<file path="config.mk">
export PLATFORM = sky130hd
export DESIGN_NAME = mat_regs
export DESIGN_NICKNAME = d
export VERILOG_FILES = /design/src/sv/mat_pkg.sv /design/src/sv/mat_regs.sv
export SDC_FILE = /design/constraint.sdc
export NUM_CORES = 1
export LEC_CHECK = 0
export BUFFER_PORTS_ARGS = -buffer_cell sky130_fd_sc_hd__buf_2
export CAP_MARGIN = 25
export CORE_MARGIN = 4
export CORE_UTILIZATION = 32
export CTS_CLUSTER_DIAMETER = 30
export DETAILED_ROUTE_END_ITERATION = 8
export PLACE_DENSITY = 0.59
export SLEW_MARGIN = 10
export SYNTH_ARGS = -nofsm -noshare
export SYNTH_HDL_FRONTEND = slang
export SYNTH_SLANG_ARGS = --single-unit
</file>
<file path="constraint.sdc">
create_clock -name i_clk -period 2.89 [get_ports i_clk]
set_clock_uncertainty 0.15 [all_clocks]
set_input_delay 0.289 -clock i_clk [delete_from_list [all_inputs] [get_ports i_clk]]
set_output_delay 0.289 -clock i_clk [all_outputs]
set_load 0.005 [all_outputs]
</file>
<file path="src/sv/mat_pkg.sv">
`default_nettype none

package mat_pkg;

    // Grid and ant limits.
    localparam int MAX_WIDTH     = 256;
    localparam int MAX_HEIGHT    = 256;
    localparam int MAX_ANT_COUNT = 256;

    // Columns and rows that the 8-bit coordinates can reach.
    localparam int LIM_W = (MAX_WIDTH < 256) ? MAX_WIDTH : 256;
    localparam int LIM_H = (MAX_HEIGHT < 256) ? MAX_HEIGHT : 256;

    // Cell memory geometry, row-major with a row pitch of MAX_WIDTH.
    localparam int CELLS   = MAX_WIDTH * MAX_HEIGHT;
    localparam int CELL_AW = $clog2(CELLS);
    localparam int ANT_AW  = (MAX_ANT_COUNT > 1) ? $clog2(MAX_ANT_COUNT) : 1;

    // Field widths.
    localparam int OP_W      = 2;
    localparam int NUM_W     = 9;
    localparam int COORD_W   = 8;
    localparam int HD_W      = 2;
    localparam int COLOR_W   = 8;
    localparam int RULE_W    = 32;
    localparam int LEN_W     = 6;
    localparam int DIM_W     = 9;
    localparam int REM_W     = 5;
    localparam int RPOS_W    = 5;
    localparam int BIT_IDX_W = $clog2(COLOR_W);

    // Configuration port.
    localparam int PADDR_W   = 5;
    localparam int PDATA_W   = 32;
    localparam int REG_IDX_W = 3;

    // Operations.
    localparam logic [OP_W-1:0] OP_PLACE   = 2'd0;
    localparam logic [OP_W-1:0] OP_ADVANCE = 2'd1;
    localparam logic [OP_W-1:0] OP_READ    = 2'd2;
    localparam logic [OP_W-1:0] OP_NONE    = 2'd3;

    // Headings.
    localparam logic [HD_W-1:0] HD_YINC = 2'd0;
    localparam logic [HD_W-1:0] HD_XDEC = 2'd1;
    localparam logic [HD_W-1:0] HD_YDEC = 2'd2;
    localparam logic [HD_W-1:0] HD_XINC = 2'd3;

    // Register indexes.
    localparam logic [REG_IDX_W-1:0] REG_ANT_TYPE    = 3'd0;
    localparam logic [REG_IDX_W-1:0] REG_WRAP_ENABLE = 3'd1;
    localparam logic [REG_IDX_W-1:0] REG_RULE_BITS   = 3'd2;
    localparam logic [REG_IDX_W-1:0] REG_RULE_LENGTH = 3'd3;
    localparam logic [REG_IDX_W-1:0] REG_ANT_COUNT   = 3'd4;
    localparam logic [REG_IDX_W-1:0] REG_GRID_WIDTH  = 3'd5;
    localparam logic [REG_IDX_W-1:0] REG_GRID_HEIGHT = 3'd6;

    // One entry of the ant table.
    typedef struct packed {
        logic [COORD_W-1:0] col;
        logic [COORD_W-1:0] row;
        logic [HD_W-1:0]    hd;
    } t_ant_rec;

    // Configuration after range limiting.
    typedef struct packed {
        logic               ant_type;
        logic               wrap;
        logic [RULE_W-1:0]  rule_bits;
        logic [LEN_W-1:0]   len;
        logic [ANT_AW-1:0]  last_ant;
        logic [COORD_W-1:0] last_col;
        logic [COORD_W-1:0] last_row;
    } t_cfg;

    // Commands from the controller to the datapath.
    typedef struct packed {
        logic load_item;
        logic place_wr;
        logic start_gen;
        logic ant_lat;
        logic rd_issue;
        logic rd_lat;
        logic cell_lat;
        logic mod_step;
        logic ant_upd;
        logic rule_adv;
        logic clear_wr;
        logic push;
    } t_dp_cmd;

    // Status from the datapath to the controller.
    typedef struct packed {
        logic [OP_W-1:0] op;
        logic            halted;
        logic            halt_now;
        logic            last_ant;
        logic            mod_done;
        logic            clear_done;
        logic            ant_type;
        logic            out_free;
    } t_dp_sts;

endpackage

`default_nettype wire

</file>
<file path="src/sv/mat_regs.sv">
`default_nettype none

// Configuration registers behind the APB-style port, with range limiting.
module mat_regs (
    input  wire                          i_clk,
    input  wire                          i_rst_n,
    input  wire                          psel,
    input  wire                          penable,
    input  wire                          pwrite,
    input  wire  [mat_pkg::PADDR_W-1:0]  paddr,
    input  wire  [mat_pkg::PDATA_W-1:0]  pwdata,
    output logic [mat_pkg::PDATA_W-1:0]  prdata,
    output logic                         pready,
    output mat_pkg::t_cfg                o_cfg
);

    logic                            r_ant_type;
    logic                            r_wrap;
    logic [mat_pkg::RULE_W-1:0]      r_rule_bits;
    logic [mat_pkg::LEN_W-1:0]       r_rule_len;
    logic [mat_pkg::DIM_W-1:0]       r_ant_cnt;
    logic [mat_pkg::DIM_W-1:0]       r_grid_w;
    logic [mat_pkg::DIM_W-1:0]       r_grid_h;
    logic                            w_wr;
    logic [mat_pkg::REG_IDX_W-1:0]   w_idx;

    assign w_wr   = psel && penable && pwrite;
    assign w_idx  = paddr[mat_pkg::PADDR_W-1:2];
    assign pready = 1'b1;

    // Register writes complete in the access phase.
    always_ff @(posedge i_clk) begin
        if (!i_rst_n) begin
            r_ant_type  <= 1'b0;
            r_wrap      <= 1'b0;
            r_rule_bits <= mat_pkg::RULE_W'(1);
            r_rule_len  <= mat_pkg::LEN_W'(2);
            r_ant_cnt   <= mat_pkg::DIM_W'(1);
            r_grid_w    <= mat_pkg::DIM_W'(256);
            r_grid_h    <= mat_pkg::DIM_W'(256);
        end else if (w_wr) begin
            case (w_idx)
                mat_pkg::REG_ANT_TYPE:    r_ant_type  <= pwdata[0];
                mat_pkg::REG_WRAP_ENABLE: r_wrap      <= pwdata[0];
                mat_pkg::REG_RULE_BITS:   r_rule_bits <= pwdata[mat_pkg::RULE_W-1:0];
                mat_pkg::REG_RULE_LENGTH: r_rule_len  <= pwdata[mat_pkg::LEN_W-1:0];
                mat_pkg::REG_ANT_COUNT:   r_ant_cnt   <= pwdata[mat_pkg::DIM_W-1:0];
                mat_pkg::REG_GRID_WIDTH:  r_grid_w    <= pwdata[mat_pkg::DIM_W-1:0];
                mat_pkg::REG_GRID_HEIGHT: r_grid_h    <= pwdata[mat_pkg::DIM_W-1:0];
                default: begin
                end
            endcase
        end
    end

    // Read back the raw register values.
    always_comb begin
        case (w_idx)
            mat_pkg::REG_ANT_TYPE:    prdata = mat_pkg::PDATA_W'(r_ant_type);
            mat_pkg::REG_WRAP_ENABLE: prdata = mat_pkg::PDATA_W'(r_wrap);
            mat_pkg::REG_RULE_BITS:   prdata = mat_pkg::PDATA_W'(r_rule_bits);
            mat_pkg::REG_RULE_LENGTH: prdata = mat_pkg::PDATA_W'(r_rule_len);
            mat_pkg::REG_ANT_COUNT:   prdata = mat_pkg::PDATA_W'(r_ant_cnt);
            mat_pkg::REG_GRID_WIDTH:  prdata = mat_pkg::PDATA_W'(r_grid_w);
            mat_pkg::REG_GRID_HEIGHT: prdata = mat_pkg::PDATA_W'(r_grid_h);
            default:                  prdata = '0;
        endcase
    end

    // Limit the rule length, ant count and grid size to their working ranges.
    always_comb begin
        o_cfg.ant_type  = r_ant_type;
        o_cfg.wrap      = r_wrap;
        o_cfg.rule_bits = r_rule_bits;

        if (r_rule_len == '0) begin
            o_cfg.len = mat_pkg::LEN_W'(1);
        end else if (r_rule_len > mat_pkg::LEN_W'(32)) begin
            o_cfg.len = mat_pkg::LEN_W'(32);
        end else begin
            o_cfg.len = r_rule_len;
        end

        if (r_ant_cnt == '0) begin
            o_cfg.last_ant = '0;
        end else if (r_ant_cnt > mat_pkg::DIM_W'(mat_pkg::MAX_ANT_COUNT)) begin
            o_cfg.last_ant = mat_pkg::ANT_AW'(mat_pkg::MAX_ANT_COUNT - 1);
        end else begin
            o_cfg.last_ant = mat_pkg::ANT_AW'(r_ant_cnt - mat_pkg::DIM_W'(1));
        end

        if (r_grid_w == '0) begin
            o_cfg.last_col = '0;
        end else if (r_grid_w > mat_pkg::DIM_W'(mat_pkg::LIM_W)) begin
            o_cfg.last_col = mat_pkg::COORD_W'(mat_pkg::LIM_W - 1);
        end else begin
            o_cfg.last_col = mat_pkg::COORD_W'(r_grid_w - mat_pkg::DIM_W'(1));
        end

        if (r_grid_h == '0) begin
            o_cfg.last_row = '0;
        end else if (r_grid_h > mat_pkg::DIM_W'(mat_pkg::LIM_H)) begin
            o_cfg.last_row = mat_pkg::COORD_W'(mat_pkg::LIM_H - 1);
        end else begin
            o_cfg.last_row = mat_pkg::COORD_W'(r_grid_h - mat_pkg::DIM_W'(1));
        end
    end

endmodule

`default_nettype wire

</file>
==> results.txt <==
fin area - 4820 um^2
largest net degree at the start of global routing - 41
wirelength, routed - 12.1 mm
GRT Residual Overflow - 0
EDFF count, synth - 0
Net Sw Frac - 23.1%
cell family with most CP delay - simple AND/OR/NAND/NOR gates
CP most frequent cell - o21ai_0
Async SR Flop Fraction - 0%
startpoint types - flip-flop
Switch Pwr - 0.000555 W
initial antenna violation count - 1
H-tree levels - 3
WP data arrival - 2120 ps
worst-path fanout max - 8
Hold Violations, Final - 0
dpl cell area - 4460 um^2
clk root buf - clkbuf_16
Seq/Total Area, Yosys - 35.7%
row count - 39
die area - 13600 um^2
Crit. End Element - output port
Hold Crit Start - pwdata[28]
combinational share of power - 7.0%
Core Box Area - 11500 um^2
Worst Setup SP - r_grid_w[0]
area leader, netlist - dfxtp_1
hpwl dp - 8.90 mm
Worst-Skew Late Latency - 330 ps
DR pass1 iterations - 5
PD cells - 498 nW/um^2
Synth Flop Type - dfxtp_1
I/O pin total - 139
P_int - 0.00184 W
Max VDD drop - 0.300 mV
layout cells sized above 1 - 28.1%
antenna cells - 0
vias - 4038
post-synth net total - 540
clock buffer depth - 2
critical path's largest stage delay - 390 ps
post-CTS resize count - 0
outcome - completed
IO Port Bufs - 135
clock-pin slew on the worst setup and hold paths - 60 ps
Warnings, synthesis - 0
Gate Count Post-Synth - 492
top cells by area, synth - dfxtp_1 36%, nand3_1 11%, o21ai_0 7.6%
CP max-delay cell - dfxtp_1
leakage - 2.34 nW
Yosys cell types - 52
placed cells - 731
CP required - 2450 ps
DR vias/cell - 5.40
total track usage - 18.0%
antenna-violating nets left - 0
# clock sinks - 67
post-synthesis cell area - 3760 um^2
Synth Register Bits - 67
final hold slack - 8.63 ps
Starting Density - 32.8%
fin crit share - 88.6%
critical path buffer and inverter count - 2
Crit Path Category - reg -> out
Area growth syn-to-layout - 28.1%
# DRC - 0
Nets - 648
syn avg cell area - 7.64 um^2
most numerous cell in the Yosys netlist - nand3_1
min Tclk post-route - 2560 ps
share of power burned in registers - 39.2%
overall power - 0.00240 W
Slew @ Worst Pin - 703 ps
first-pass GRT wire length - 19.3 mm
fill count - 1166
worst hold path class - in -> reg
Die X - 116 um
max cap viols - 0
unrepaired setup endpoints after global routing - no
Slew Viols, Final - 0
total CTS buffers - 9
maximum clock frequency - 391 MHz
fin cells - 748
final setup fails - 0
commonest cells in the synthesized netlist - 86 x nand3_1, 67 x dfxtp_1, 57 x o21ai_0, 50 x nand2_1, 25 x and3_1
Final GP Congestion - 0.831
post-DR wirelength/cell - 16.2 um
reg-to-reg startpoint - r_ant_cnt[8]
setup TNS - 0 ps
top cell type's share of synthesized area - 35.7%
vias in the first global route - 3832
DRT iter0 DRCs - 294
Slew headroom - 53.1%
clock share of power - 53.8%
post-CTS setup buffer count - 0
CP cell instances - inv_1 > ha_1 > nor3b_1 > nand2_1 > o21ai_0 > o21ai_0 > buf_2
Die Ht - 116 um
CTS Hold Bufs - 1
CTS tree - yes
-- final timing paths --
kind	slack, ps	depth (start not counted)	endpoint
worst max register to register	1880	2	r_ant_cnt[8]
worst min register to register	310	2	r_rule_bits[9]
worst min-delay path	9	3	r_rule_bits[28]
worst max-delay path	330	7	o_cfg[12]
-- layout make-up --
type / count / area, um^2 / area share (%)
Sequential cell: 67 / 1340 / 27.8
Timing Repair Buffer: 144 / 746 / 15.5
Clock buffer: 9 / 225 / 4.67
Clock inverter: 7 / 125 / 2.60
Tap cell: 143 / 179 / 3.71
Multi-Input combinational cell: 370 / 2170 / 45.1
Inverter: 8 / 30.0 / 0.623
-- worst register-to-register path: stages (launching register included) --
cell     delay, ps
dfxtp_1        580
nand3_1        110
o21ai_0        100
-- registers in the layout, indices dropped and copies added, names as in the netlist --
register,count
r_rule_len,6
r_ant_cnt,9
r_grid_w,9
r_ant_type,1
r_wrap,1
r_grid_h,9
r_rule_bits,32
-- power groups by stage --
stage	clock [W]	combinational (W)	sequential [W]
after floorplan	0	0.0000986	0.000957
after global placement	0	0.000163	0.000960
after detailed placement	0	0.000167	0.000960
after CTS	0.00131	0.000169	0.000940
after global routing	0.00135	0.000187	0.000941
final	0.00129	0.000169	0.000940
-- layout by cell type, fill, tap and decap left out, types with 2 or more instances in the layout --
cell / count
a21oi_1: 17
a221o_1: 5
a22o_1: 5
a22oi_1: 6
a311oi_1: 3
and2_1: 2
and3_1: 25
buf_2: 135
buf_4: 8
bufinv_16: 3
clkbuf_16: 9
clkinv_4: 3
dfxtp_1: 67
ha_1: 6
inv_1: 8
mux2i_1: 10
nand2_1: 50
nand2b_1: 5
nand3_1: 86
nand4b_1: 2
nor2_1: 19
nor2b_1: 8
nor3_1: 12
nor3b_1: 5
nor4_1: 4
o21ai_0: 57
o21ai_1: 2
o22a_1: 2
o22ai_1: 4
o31ai_1: 2
o32a_1: 2
or2_2: 2
or3_1: 2
or3b_2: 2
xnor2_1: 6
xor2_1: 3
-- per-layer routing --
layer  GRT usage (%)  wire (um)  up-vias  share of wire (%)
met2            30.1       5520      167                 46
met5               0         13        -               0.11
li1                -          -     1985                  -
met4            4.18        129        2                1.1
met3            6.74       1170       12                9.7
met1            21.9       5260     1872                 43
-- metrics by stage --
stage	utilization [%]	worst slack, ps
floorplan	-	971
global placement	38.9	791
detailed placement	38.9	716
CTS	42.0	338
global route	42.0	83.0
finish	42.0	330
-- cells by family after synthesis --
| group | synth area share (%) |
|---|---|
| buf+inv | 6.55 |
| flops | 35.7 |
| mux | 3.56 |
| compound gates | 18.2 |
| xor+xnor | 2.10 |
| simple gates | 31.9 |
| fa+ha+maj | 2.00 |
| other cells | 0.0997 |
(Power assumes the default switching activity.)
