### config.mk
export PLATFORM = sky130hd
export DESIGN_NAME = mat_ctrl
export DESIGN_NICKNAME = d
export VERILOG_FILES = /design/src/sv/mat_pkg.sv /design/src/sv/mat_ctrl.sv
export SDC_FILE = /design/constraint.sdc
export NUM_CORES = 1
export LEC_CHECK = 0
export BUFFER_PORTS_ARGS = -buffer_cell sky130_fd_sc_hd__buf_2
export CAP_MARGIN = 20
export CORE_MARGIN = 2
export CORE_UTILIZATION = 30
export CTS_CLUSTER_SIZE = 24
export DETAILED_ROUTE_END_ITERATION = 16
export GPL_TIMING_DRIVEN = 0
export PLACE_DENSITY = 0.66
export SLEW_MARGIN = 0
export SYNTH_ARGS = -nofsm -noshare
export SYNTH_HDL_FRONTEND = slang
export SYNTH_SLANG_ARGS = --single-unit
### constraint.sdc
create_clock -name i_clk -period 1.4 [get_ports i_clk]
set_input_delay 0.14 -clock i_clk [delete_from_list [all_inputs] [get_ports i_clk]]
set_output_delay 0.14 -clock i_clk [all_outputs]
set_load 0.02 [all_outputs]
### src/sv/mat_pkg.sv
`default_nettype none

package mat_pkg;

    // Grid and ant limits.
    localparam int MAX_WIDTH     = 256;
    localparam int MAX_HEIGHT    = 256;
    localparam int MAX_ANT_COUNT = 256;

    // Columns and rows that the 8-bit coordinates can reach.
    localparam int LIM_W = (MAX_WIDTH < 256) ? MAX_WIDTH : 256;
    localparam int LIM_H = (MAX_HEIGHT < 256) ? MAX_HEIGHT : 256;

    // Cell memory geometry, row-major with a row pitch of MAX_WIDTH.
    localparam int CELLS   = MAX_WIDTH * MAX_HEIGHT;
    localparam int CELL_AW = $clog2(CELLS);
    localparam int ANT_AW  = (MAX_ANT_COUNT > 1) ? $clog2(MAX_ANT_COUNT) : 1;

    // Field widths.
    localparam int OP_W      = 2;
    localparam int NUM_W     = 9;
    localparam int COORD_W   = 8;
    localparam int HD_W      = 2;
    localparam int COLOR_W   = 8;
    localparam int RULE_W    = 32;
    localparam int LEN_W     = 6;
    localparam int DIM_W     = 9;
    localparam int REM_W     = 5;
    localparam int RPOS_W    = 5;
    localparam int BIT_IDX_W = $clog2(COLOR_W);

    // Configuration port.
    localparam int PADDR_W   = 5;
    localparam int PDATA_W   = 32;
    localparam int REG_IDX_W = 3;

    // Operations.
    localparam logic [OP_W-1:0] OP_PLACE   = 2'd0;
    localparam logic [OP_W-1:0] OP_ADVANCE = 2'd1;
    localparam logic [OP_W-1:0] OP_READ    = 2'd2;
    localparam logic [OP_W-1:0] OP_NONE    = 2'd3;

    // Headings.
    localparam logic [HD_W-1:0] HD_YINC = 2'd0;
    localparam logic [HD_W-1:0] HD_XDEC = 2'd1;
    localparam logic [HD_W-1:0] HD_YDEC = 2'd2;
    localparam logic [HD_W-1:0] HD_XINC = 2'd3;

    // Register indexes.
    localparam logic [REG_IDX_W-1:0] REG_ANT_TYPE    = 3'd0;
    localparam logic [REG_IDX_W-1:0] REG_WRAP_ENABLE = 3'd1;
    localparam logic [REG_IDX_W-1:0] REG_RULE_BITS   = 3'd2;
    localparam logic [REG_IDX_W-1:0] REG_RULE_LENGTH = 3'd3;
    localparam logic [REG_IDX_W-1:0] REG_ANT_COUNT   = 3'd4;
    localparam logic [REG_IDX_W-1:0] REG_GRID_WIDTH  = 3'd5;
    localparam logic [REG_IDX_W-1:0] REG_GRID_HEIGHT = 3'd6;

    // One entry of the ant table.
    typedef struct packed {
        logic [COORD_W-1:0] col;
        logic [COORD_W-1:0] row;
        logic [HD_W-1:0]    hd;
    } t_ant_rec;

    // Configuration after range limiting.
    typedef struct packed {
        logic               ant_type;
        logic               wrap;
        logic [RULE_W-1:0]  rule_bits;
        logic [LEN_W-1:0]   len;
        logic [ANT_AW-1:0]  last_ant;
        logic [COORD_W-1:0] last_col;
        logic [COORD_W-1:0] last_row;
    } t_cfg;

    // Commands from the controller to the datapath.
    typedef struct packed {
        logic load_item;
        logic place_wr;
        logic start_gen;
        logic ant_lat;
        logic rd_issue;
        logic rd_lat;
        logic cell_lat;
        logic mod_step;
        logic ant_upd;
        logic rule_adv;
        logic clear_wr;
        logic push;
    } t_dp_cmd;

    // Status from the datapath to the controller.
    typedef struct packed {
        logic [OP_W-1:0] op;
        logic            halted;
        logic            halt_now;
        logic            last_ant;
        logic            mod_done;
        logic            clear_done;
        logic            ant_type;
        logic            out_free;
    } t_dp_sts;

endpackage

`default_nettype wire

### src/sv/mat_ctrl.sv
`default_nettype none

// Sequencer: clearing pass, item decode, per-ant walk and result hand-off.
module mat_ctrl (
    input  wire                i_clk,
    input  wire                i_rst_n,
    input  wire                i_item_valid,
    output logic               o_item_ready,
    input  wire mat_pkg::t_dp_sts i_sts,
    output mat_pkg::t_dp_cmd   o_cmd
);

    localparam logic [3:0] S_CLEAR   = 4'd0;
    localparam logic [3:0] S_IDLE    = 4'd1;
    localparam logic [3:0] S_DECODE  = 4'd2;
    localparam logic [3:0] S_ANT_RD  = 4'd3;
    localparam logic [3:0] S_ANT_WT  = 4'd4;
    localparam logic [3:0] S_CELL_WT = 4'd5;
    localparam logic [3:0] S_MOD     = 4'd6;
    localparam logic [3:0] S_UPD     = 4'd7;
    localparam logic [3:0] S_RD_WAIT = 4'd8;
    localparam logic [3:0] S_DONE    = 4'd9;

    logic [3:0] r_state;
    logic [3:0] n_state;

    always_ff @(posedge i_clk) begin
        if (!i_rst_n) begin
            r_state <= S_CLEAR;
        end else begin
            r_state <= n_state;
        end
    end

    // Next state and command decode.
    always_comb begin
        n_state      = r_state;
        o_cmd        = '0;
        o_item_ready = 1'b0;
        case (r_state)
            S_CLEAR: begin
                o_cmd.clear_wr = 1'b1;
                if (i_sts.clear_done) begin
                    n_state = S_IDLE;
                end
            end
            S_IDLE: begin
                o_item_ready = 1'b1;
                if (i_item_valid) begin
                    o_cmd.load_item = 1'b1;
                    n_state         = S_DECODE;
                end
            end
            S_DECODE: begin
                case (i_sts.op)
                    mat_pkg::OP_PLACE: begin
                        o_cmd.place_wr = 1'b1;
                        n_state        = S_DONE;
                    end
                    mat_pkg::OP_ADVANCE: begin
                        if (i_sts.halted) begin
                            n_state = S_DONE;
                        end else begin
                            o_cmd.start_gen = 1'b1;
                            n_state         = S_ANT_RD;
                        end
                    end
                    mat_pkg::OP_READ: begin
                        o_cmd.rd_issue = 1'b1;
                        n_state        = S_RD_WAIT;
                    end
                    default: begin
                        n_state = S_DONE;
                    end
                endcase
            end
            S_ANT_RD: begin
                n_state = S_ANT_WT;
            end
            S_ANT_WT: begin
                o_cmd.ant_lat = 1'b1;
                n_state       = S_CELL_WT;
            end
            S_CELL_WT: begin
                o_cmd.cell_lat = 1'b1;
                n_state        = i_sts.ant_type ? S_UPD : S_MOD;
            end
            S_MOD: begin
                o_cmd.mod_step = 1'b1;
                if (i_sts.mod_done) begin
                    n_state = S_UPD;
                end
            end
            S_UPD: begin
                o_cmd.ant_upd = 1'b1;
                if (i_sts.halt_now) begin
                    n_state = S_DONE;
                end else if (i_sts.last_ant) begin
                    o_cmd.rule_adv = i_sts.ant_type;
                    n_state        = S_DONE;
                end else begin
                    n_state = S_ANT_RD;
                end
            end
            S_RD_WAIT: begin
                o_cmd.rd_lat = 1'b1;
                n_state      = S_DONE;
            end
            S_DONE: begin
                if (i_sts.out_free) begin
                    o_cmd.push = 1'b1;
                    n_state    = S_IDLE;
                end
            end
            default: begin
                n_state = S_IDLE;
            end
        endcase
    end

endmodule

`default_nettype wire

==> reports/metrics.yaml, run 1 <==
n_antenna_cell: 0
cts_buffers: 3
crit_fanout: 7
hold_violations: 0
grt_pass1_wl_um: 2080
cp-start-kind: "register"
cp_slowest_stage_delay_ns: 0.36
drv_slew: 0
grt_pass1_vias: 518
grt_start_max_net_pins: 11
cap_violations: 0
cp-end-kind: "primary output"
design_area_um2: 726
placed_cell_area_um2: 598
post_drt_wl_per_cell_um: 11.8
drtIter0Drc: 1
num_vias: 542
ys_warn_count: 0
largest_reg_flops: 4
top_regs: "r_state (4)"
crit_required_ns: 1.26
die_w_um: 43.1
crit_buf_inv: 1
synth-main-ff-cell: "dfxtp_1"
synth.most_common_cell: "nand2_1"
io_pins: 25
cts_buffer_depth: 2
hold_buffers: 0
final_core_util_pct: 49.3
worstSetupPathType: "register to primary output"
reg2reg_slack_ns: 0.24
cts.sinks: 4
cts.clk_slew.worst_paths_ns: 0.04
synth_seq_area_share_pct: 17.5
ys_types: 30
synth_common_cells: "nand2_1, nor2_1, inv_1, dfxtp_1, nor3_1"
finalCriticalPeriod_ns: 1.40
via_per_inst: 4.97
htreeDepth: 1
yosysTopAreaCell: "dfxtp_1"
setup_ws_ns: -0.00288
start_util_pct: 31.1
routed_wirelength_um: 1280
io_buffers: 24
power_leakage_nw: 0.353
place_congestion: 0.783
area_growth_pct: 58.5
cpLargestDelayFamily: "simple AND/OR/NAND/NOR gates"
core-area_mm2: 0.00147
cp.arrival_ns: 1.26
layout.nets: 110
syn_avg_cell_area_um2: 7.39
synth.area.top_cells: "dfxtp_1, ha_1, nand2_1"
cp_slowest_cell: "dfxtp_4"
die_area_mm2: 0.00186
drt_first_pass_iters: 2
failed_checks: "negative setup slack"
post-route-period-util_pct: 100
synth_top_area_share_pct: 17.5
clkLatencyLatePin_ns: 0.24
grt_setup_unrepaired: "true"
die_y_um: 43.1
synth_nets: 77
synthCells: 62
num_rows: 14
post-route-drc-count: 0
hold_class: "primary input to register"
dp_hpwl_um: 902
fmax_ghz: 0.713
drtAntennaViolNets: 0
power_per_cell_area_mw_per_mm2: 619
setup_viol: 1
cts_tree: "yes"
drive_above_1_share_pct: 53.8
worst_ir_drop_vdd_mv: 0.308
synth_seq_cells: 4
antenna_found_initial: 0
regMostFlops: "r_state"
grt_usage_pct: 14.8
worstMarginPinSlew_ns: 0.329
synth_area_um2: 458
holdWs_ns: 0.145
cts_root_buf: "clkbuf_4"
relSlewSlack_pct: 77.7
synth-edff-count: 0
grt-ovfl-total: 0
status: "complete, but fails checks"
async_flop_share_pct: 0
crit_path_cell_trace: "nor4b_4 -> and3b_2 -> buf_6"
clock_skew_ns: 0.00318
report_power, final:
group          total [mW]  switching [mW]  internal [mW]  leakage (nW)
clock               0.151          0.0551         0.0964        0.0138
combinational       0.164          0.0837         0.0807         0.304
sequential          0.133          0.0133          0.120        0.0352
layout make-up:
type / instances / area [um^2]
Inverter: 6 / 22.5
Buffer: 3 / 30.0
Sequential cell: 4 / 92.6
Fill cell: 157 / 746
Tap cell: 16 / 20.0
Timing Repair Buffer: 28 / 169
Multi-Input combinational cell: 49 / 369
Clock buffer: 3 / 22.5
routing by layer:
| layer | up-vias | routed length, um | track usage, % |
|---|---|---|---|
| met5 | - | 0 | 0 |
| met4 | 0 | 11 | 7.88 |
| met3 | 2 | 35 | 4.26 |
| met2 | 10 | 669 | 23.9 |
| met1 | 253 | 565 | 17.5 |
| li1 | 277 | - | - |
placed cells by master, fill, tap and decap left out, drive strengths merged, types with 2 or more instances in the layout:
cell type,n
nor2,7
o211ai,2
nand2,8
inv,6
buf,31
dfxtp,4
and2,3
nor3,4
ha,3
clkbuf,3
nand2b,2
nor2b,2
o21ai,2
cell families after synthesis:
group	after synthesis	synth area share, %
simple gates	35	44.0
buf+inv	9	10.7
flops	4	17.5
xor+xnor	1	1.91
fa+ha+maj	3	8.20
compound gates	10	17.8
stage by stage:
stage | TNS, ns | worst slack [ns] | instances | total power [mW]
final | -0.00288 | -0.00288 | 109 | 0.449
after floorplan | 0 | 0.0792 | 62 | 0.224
after global routing | -0.304 | -0.0654 | 109 | 0.483
after detailed placement | 0 | 0.103 | 102 | 0.272
after global placement | 0 | 0.105 | 102 | 0.269
after CTS | -0.0211 | -0.0211 | 106 | 0.435
path summary, 6_finish.rpt:
check,from,end,cells after the start
max reg2reg,r_state[1],r_state[3],5
max,r_state[0],o_cmd[9],3
min,i_rst_n,r_state[3],2
min reg2reg,r_state[3],r_state[0],2
what timing repair did:
| item | in CTS | in global routing |
|---|---|---|
| endpoints found under the setup margin | 7 | 8 |
| buffers inserted | 1 | 3 |
| resized for setup | 13 | 9 |
| pin swaps | 3 | 1 |
| cloned | 0 | 0 |
No activity file was read; power rests on OpenSTA's default activity.
==> run 2: changes to the inputs <==
- CORE_MARGIN: 2 -> unset
- clock period: 1.4 -> 1.8 ns (I/O delays scaled with it)
==> reports/metrics.yaml, run 2 (synthesis results as in run 1) <==
largest_reg_flops: 4  # unchanged
clkLatencyLatePin_ns: 0.24  # about the same
drv_slew: 0  # unchanged
cts_resized: 0  # -13
cts_tree: "yes"
htreeDepth: 1  # unchanged
setup_viol: 0  # -1
cts.clk_slew.worst_paths_ns: 0.04  # about the same
cts_buffer_depth: 2  # unchanged
relSlewSlack_pct: 77.0  # -0.71 points
drive_above_1_share_pct: 40.4  # -13 points
die_w_um: 41.1  # -4.6%
cts_root_buf: "clkbuf_4"
worstSetupPathType: "register to primary output"
crit_buf_inv: 1  # unchanged
top_regs: "r_state (4)"
regMostFlops: "r_state"
grt_pass1_wl_um: 1790  # -14%
crit_required_ns: 1.62  # +0.36 ns
place_ws_ns: 0.477  # +0.374 ns
start_util_pct: 33.5  # +2.4 points
num_vias: 522  # -3.7%
fmax_ghz: 0.627
grt_start_max_net_pins: 11  # unchanged
cp-end-kind: "primary output"
grt-ovfl-total: 0  # unchanged
cpLargestDelayFamily: "simple AND/OR/NAND/NOR gates"
hp-start: "i_rst_n"
crit_fanout: 8  # +1
cp_slowest_stage_delay_ns: 0.41  # +0.05 ns
layout.nets: 106  # -3.6%
grt_setup_unrepaired: "false"
hold_class: "primary input to register"
routed_wirelength_um: 1160  # -9.4%
dp_hpwl_um: 903  # +0.13%
n_antenna_cell: 0  # unchanged
crit_path_start: "r_state[3]"
cts.sinks: 4  # unchanged
via_per_inst: 5.02  # +0.94%
place_congestion: 0.720  # -8.1%
num_rows: 13  # -1
drtAntennaViolNets: 0  # unchanged
crit_path_cell_trace: "nor4b_2 -> and3b_2 -> buf_2"
power_leakage_nw: 0.317  # -10%
cap_violations: 0  # unchanged
hold_violations: 0  # unchanged
r2r-start: "r_state[1]"
area_growth_pct: 35.2
worst_ir_drop_vdd_mv: 0.253  # -18%
grt_pass1_vias: 426  # -18%
layout_commonest_cell: "buf_2"
power_per_cell_area_mw_per_mm2: 528  # -15%
grt_usage_pct: 16.1  # +1.3 points
die_y_um: 41.1  # -4.6%
layout_common_cells: "buf_2, nand2_1, nor2_1, inv_1"
finalCriticalPeriod_ns: 1.59
setup_ws_ns: 0.205  # +0.208 ns
cp.arrival_ns: 1.41  # +0.15 ns
drtIter0Drc: 7  # +6
clock_skew_ns: 0.00817  # +0.00499 ns
cts_setup_buffers: 0  # -1
cts_buffers: 3  # unchanged
io_pins: 25  # unchanged
post-route-period-util_pct: 88.6
post-route-drc-count: 0  # unchanged
tns_ns: 0  # +0.00288 ns
post_drt_wl_per_cell_um: 11.2  # -5.1%
cp_slowest_cell: "nor4b_2"
die_area_mm2: 0.00169  # -9.1%
io_buffers: 24  # unchanged
worstMarginPinSlew_ns: 0.340  # +0.0105 ns
hold_buffers: 0  # unchanged
status: "complete, no violations"
cp-start-kind: "register"
drt_first_pass_iters: 4  # +2
core-area_mm2: 0.00137  # -7.1%
antenna_found_initial: 0  # unchanged
[run 2: changes by cell type in the layout (fill, tap and decap cells not counted), moves of 2 or more]
cell	change
buf_6	-2
nor3_2	-2
dfxtp_4	-3
buf_4	-8
dfxtp_1	+4
nor3_1	+2
buf_2	+6
[run 2: final timing paths]
kind / cells after the start / endpoint / slack [ns]
max: 3 / o_cmd[9] / 0.21
min: 3 / r_state[0] / 0.20
max reg2reg: 4 / r_state[0] / 0.59
min reg2reg: 2 / r_state[0] / 0.65
[run 2: worst register-to-register path, delay by kind of cell (launching register included)]
kind,cells,cell delay (ns)
AOI/OAI and AO/OA,2,0.48
buffers and inverters,2,0.25
DFF,1,0.35
[run 2: per-layer routing]
layer	track usage [%]	up-vias	part of all wire, %
met1	20.3	243	47
met3	4.89	0	5.1
met4	5.00	0	0
met2	25.8	12	48
li1	-	267	-
met5	0	-	0
[run 2: layout make-up]
| type | count | area, um^2 |
|---|---|---|
| buffer | 3 | 26.3 |
| tap | 15 | 18.8 |
| sequential | 4 | 80.1 |
| clock buffer | 3 | 22.5 |
| fill | 147 | 747 |
| multi-input combinational | 49 | 329 |
| timing repair buffer | 24 | 120 |
| inverter | 6 | 22.5 |
[run 2: where the power goes]
| group | total (mW) | switching, mW | internal (mW) |
|---|---|---|---|
| registers | 0.103 | 0.00857 | 0.0944 |
| logic | 0.107 | 0.0596 | 0.0472 |
| clock network | 0.118 | 0.0425 | 0.0750 |
| total | 0.327 | 0.111 | 0.217 |
[run 2: per-stage QoR]
step	power [mW]	cells	instance area (um^2)	hold slack, ns	util, %
2_1_floorplan	0.174	62	458	0.306	-
3_3_place_gp	0.210	101	597	0.433	43.7
3_5_place_dp	0.211	101	597	0.440	43.7
4_1_cts	0.331	104	619	0.197	45.3
5_1_grt	0.354	104	619	0.200	45.3
6_report	0.327	104	619	0.198	45.3
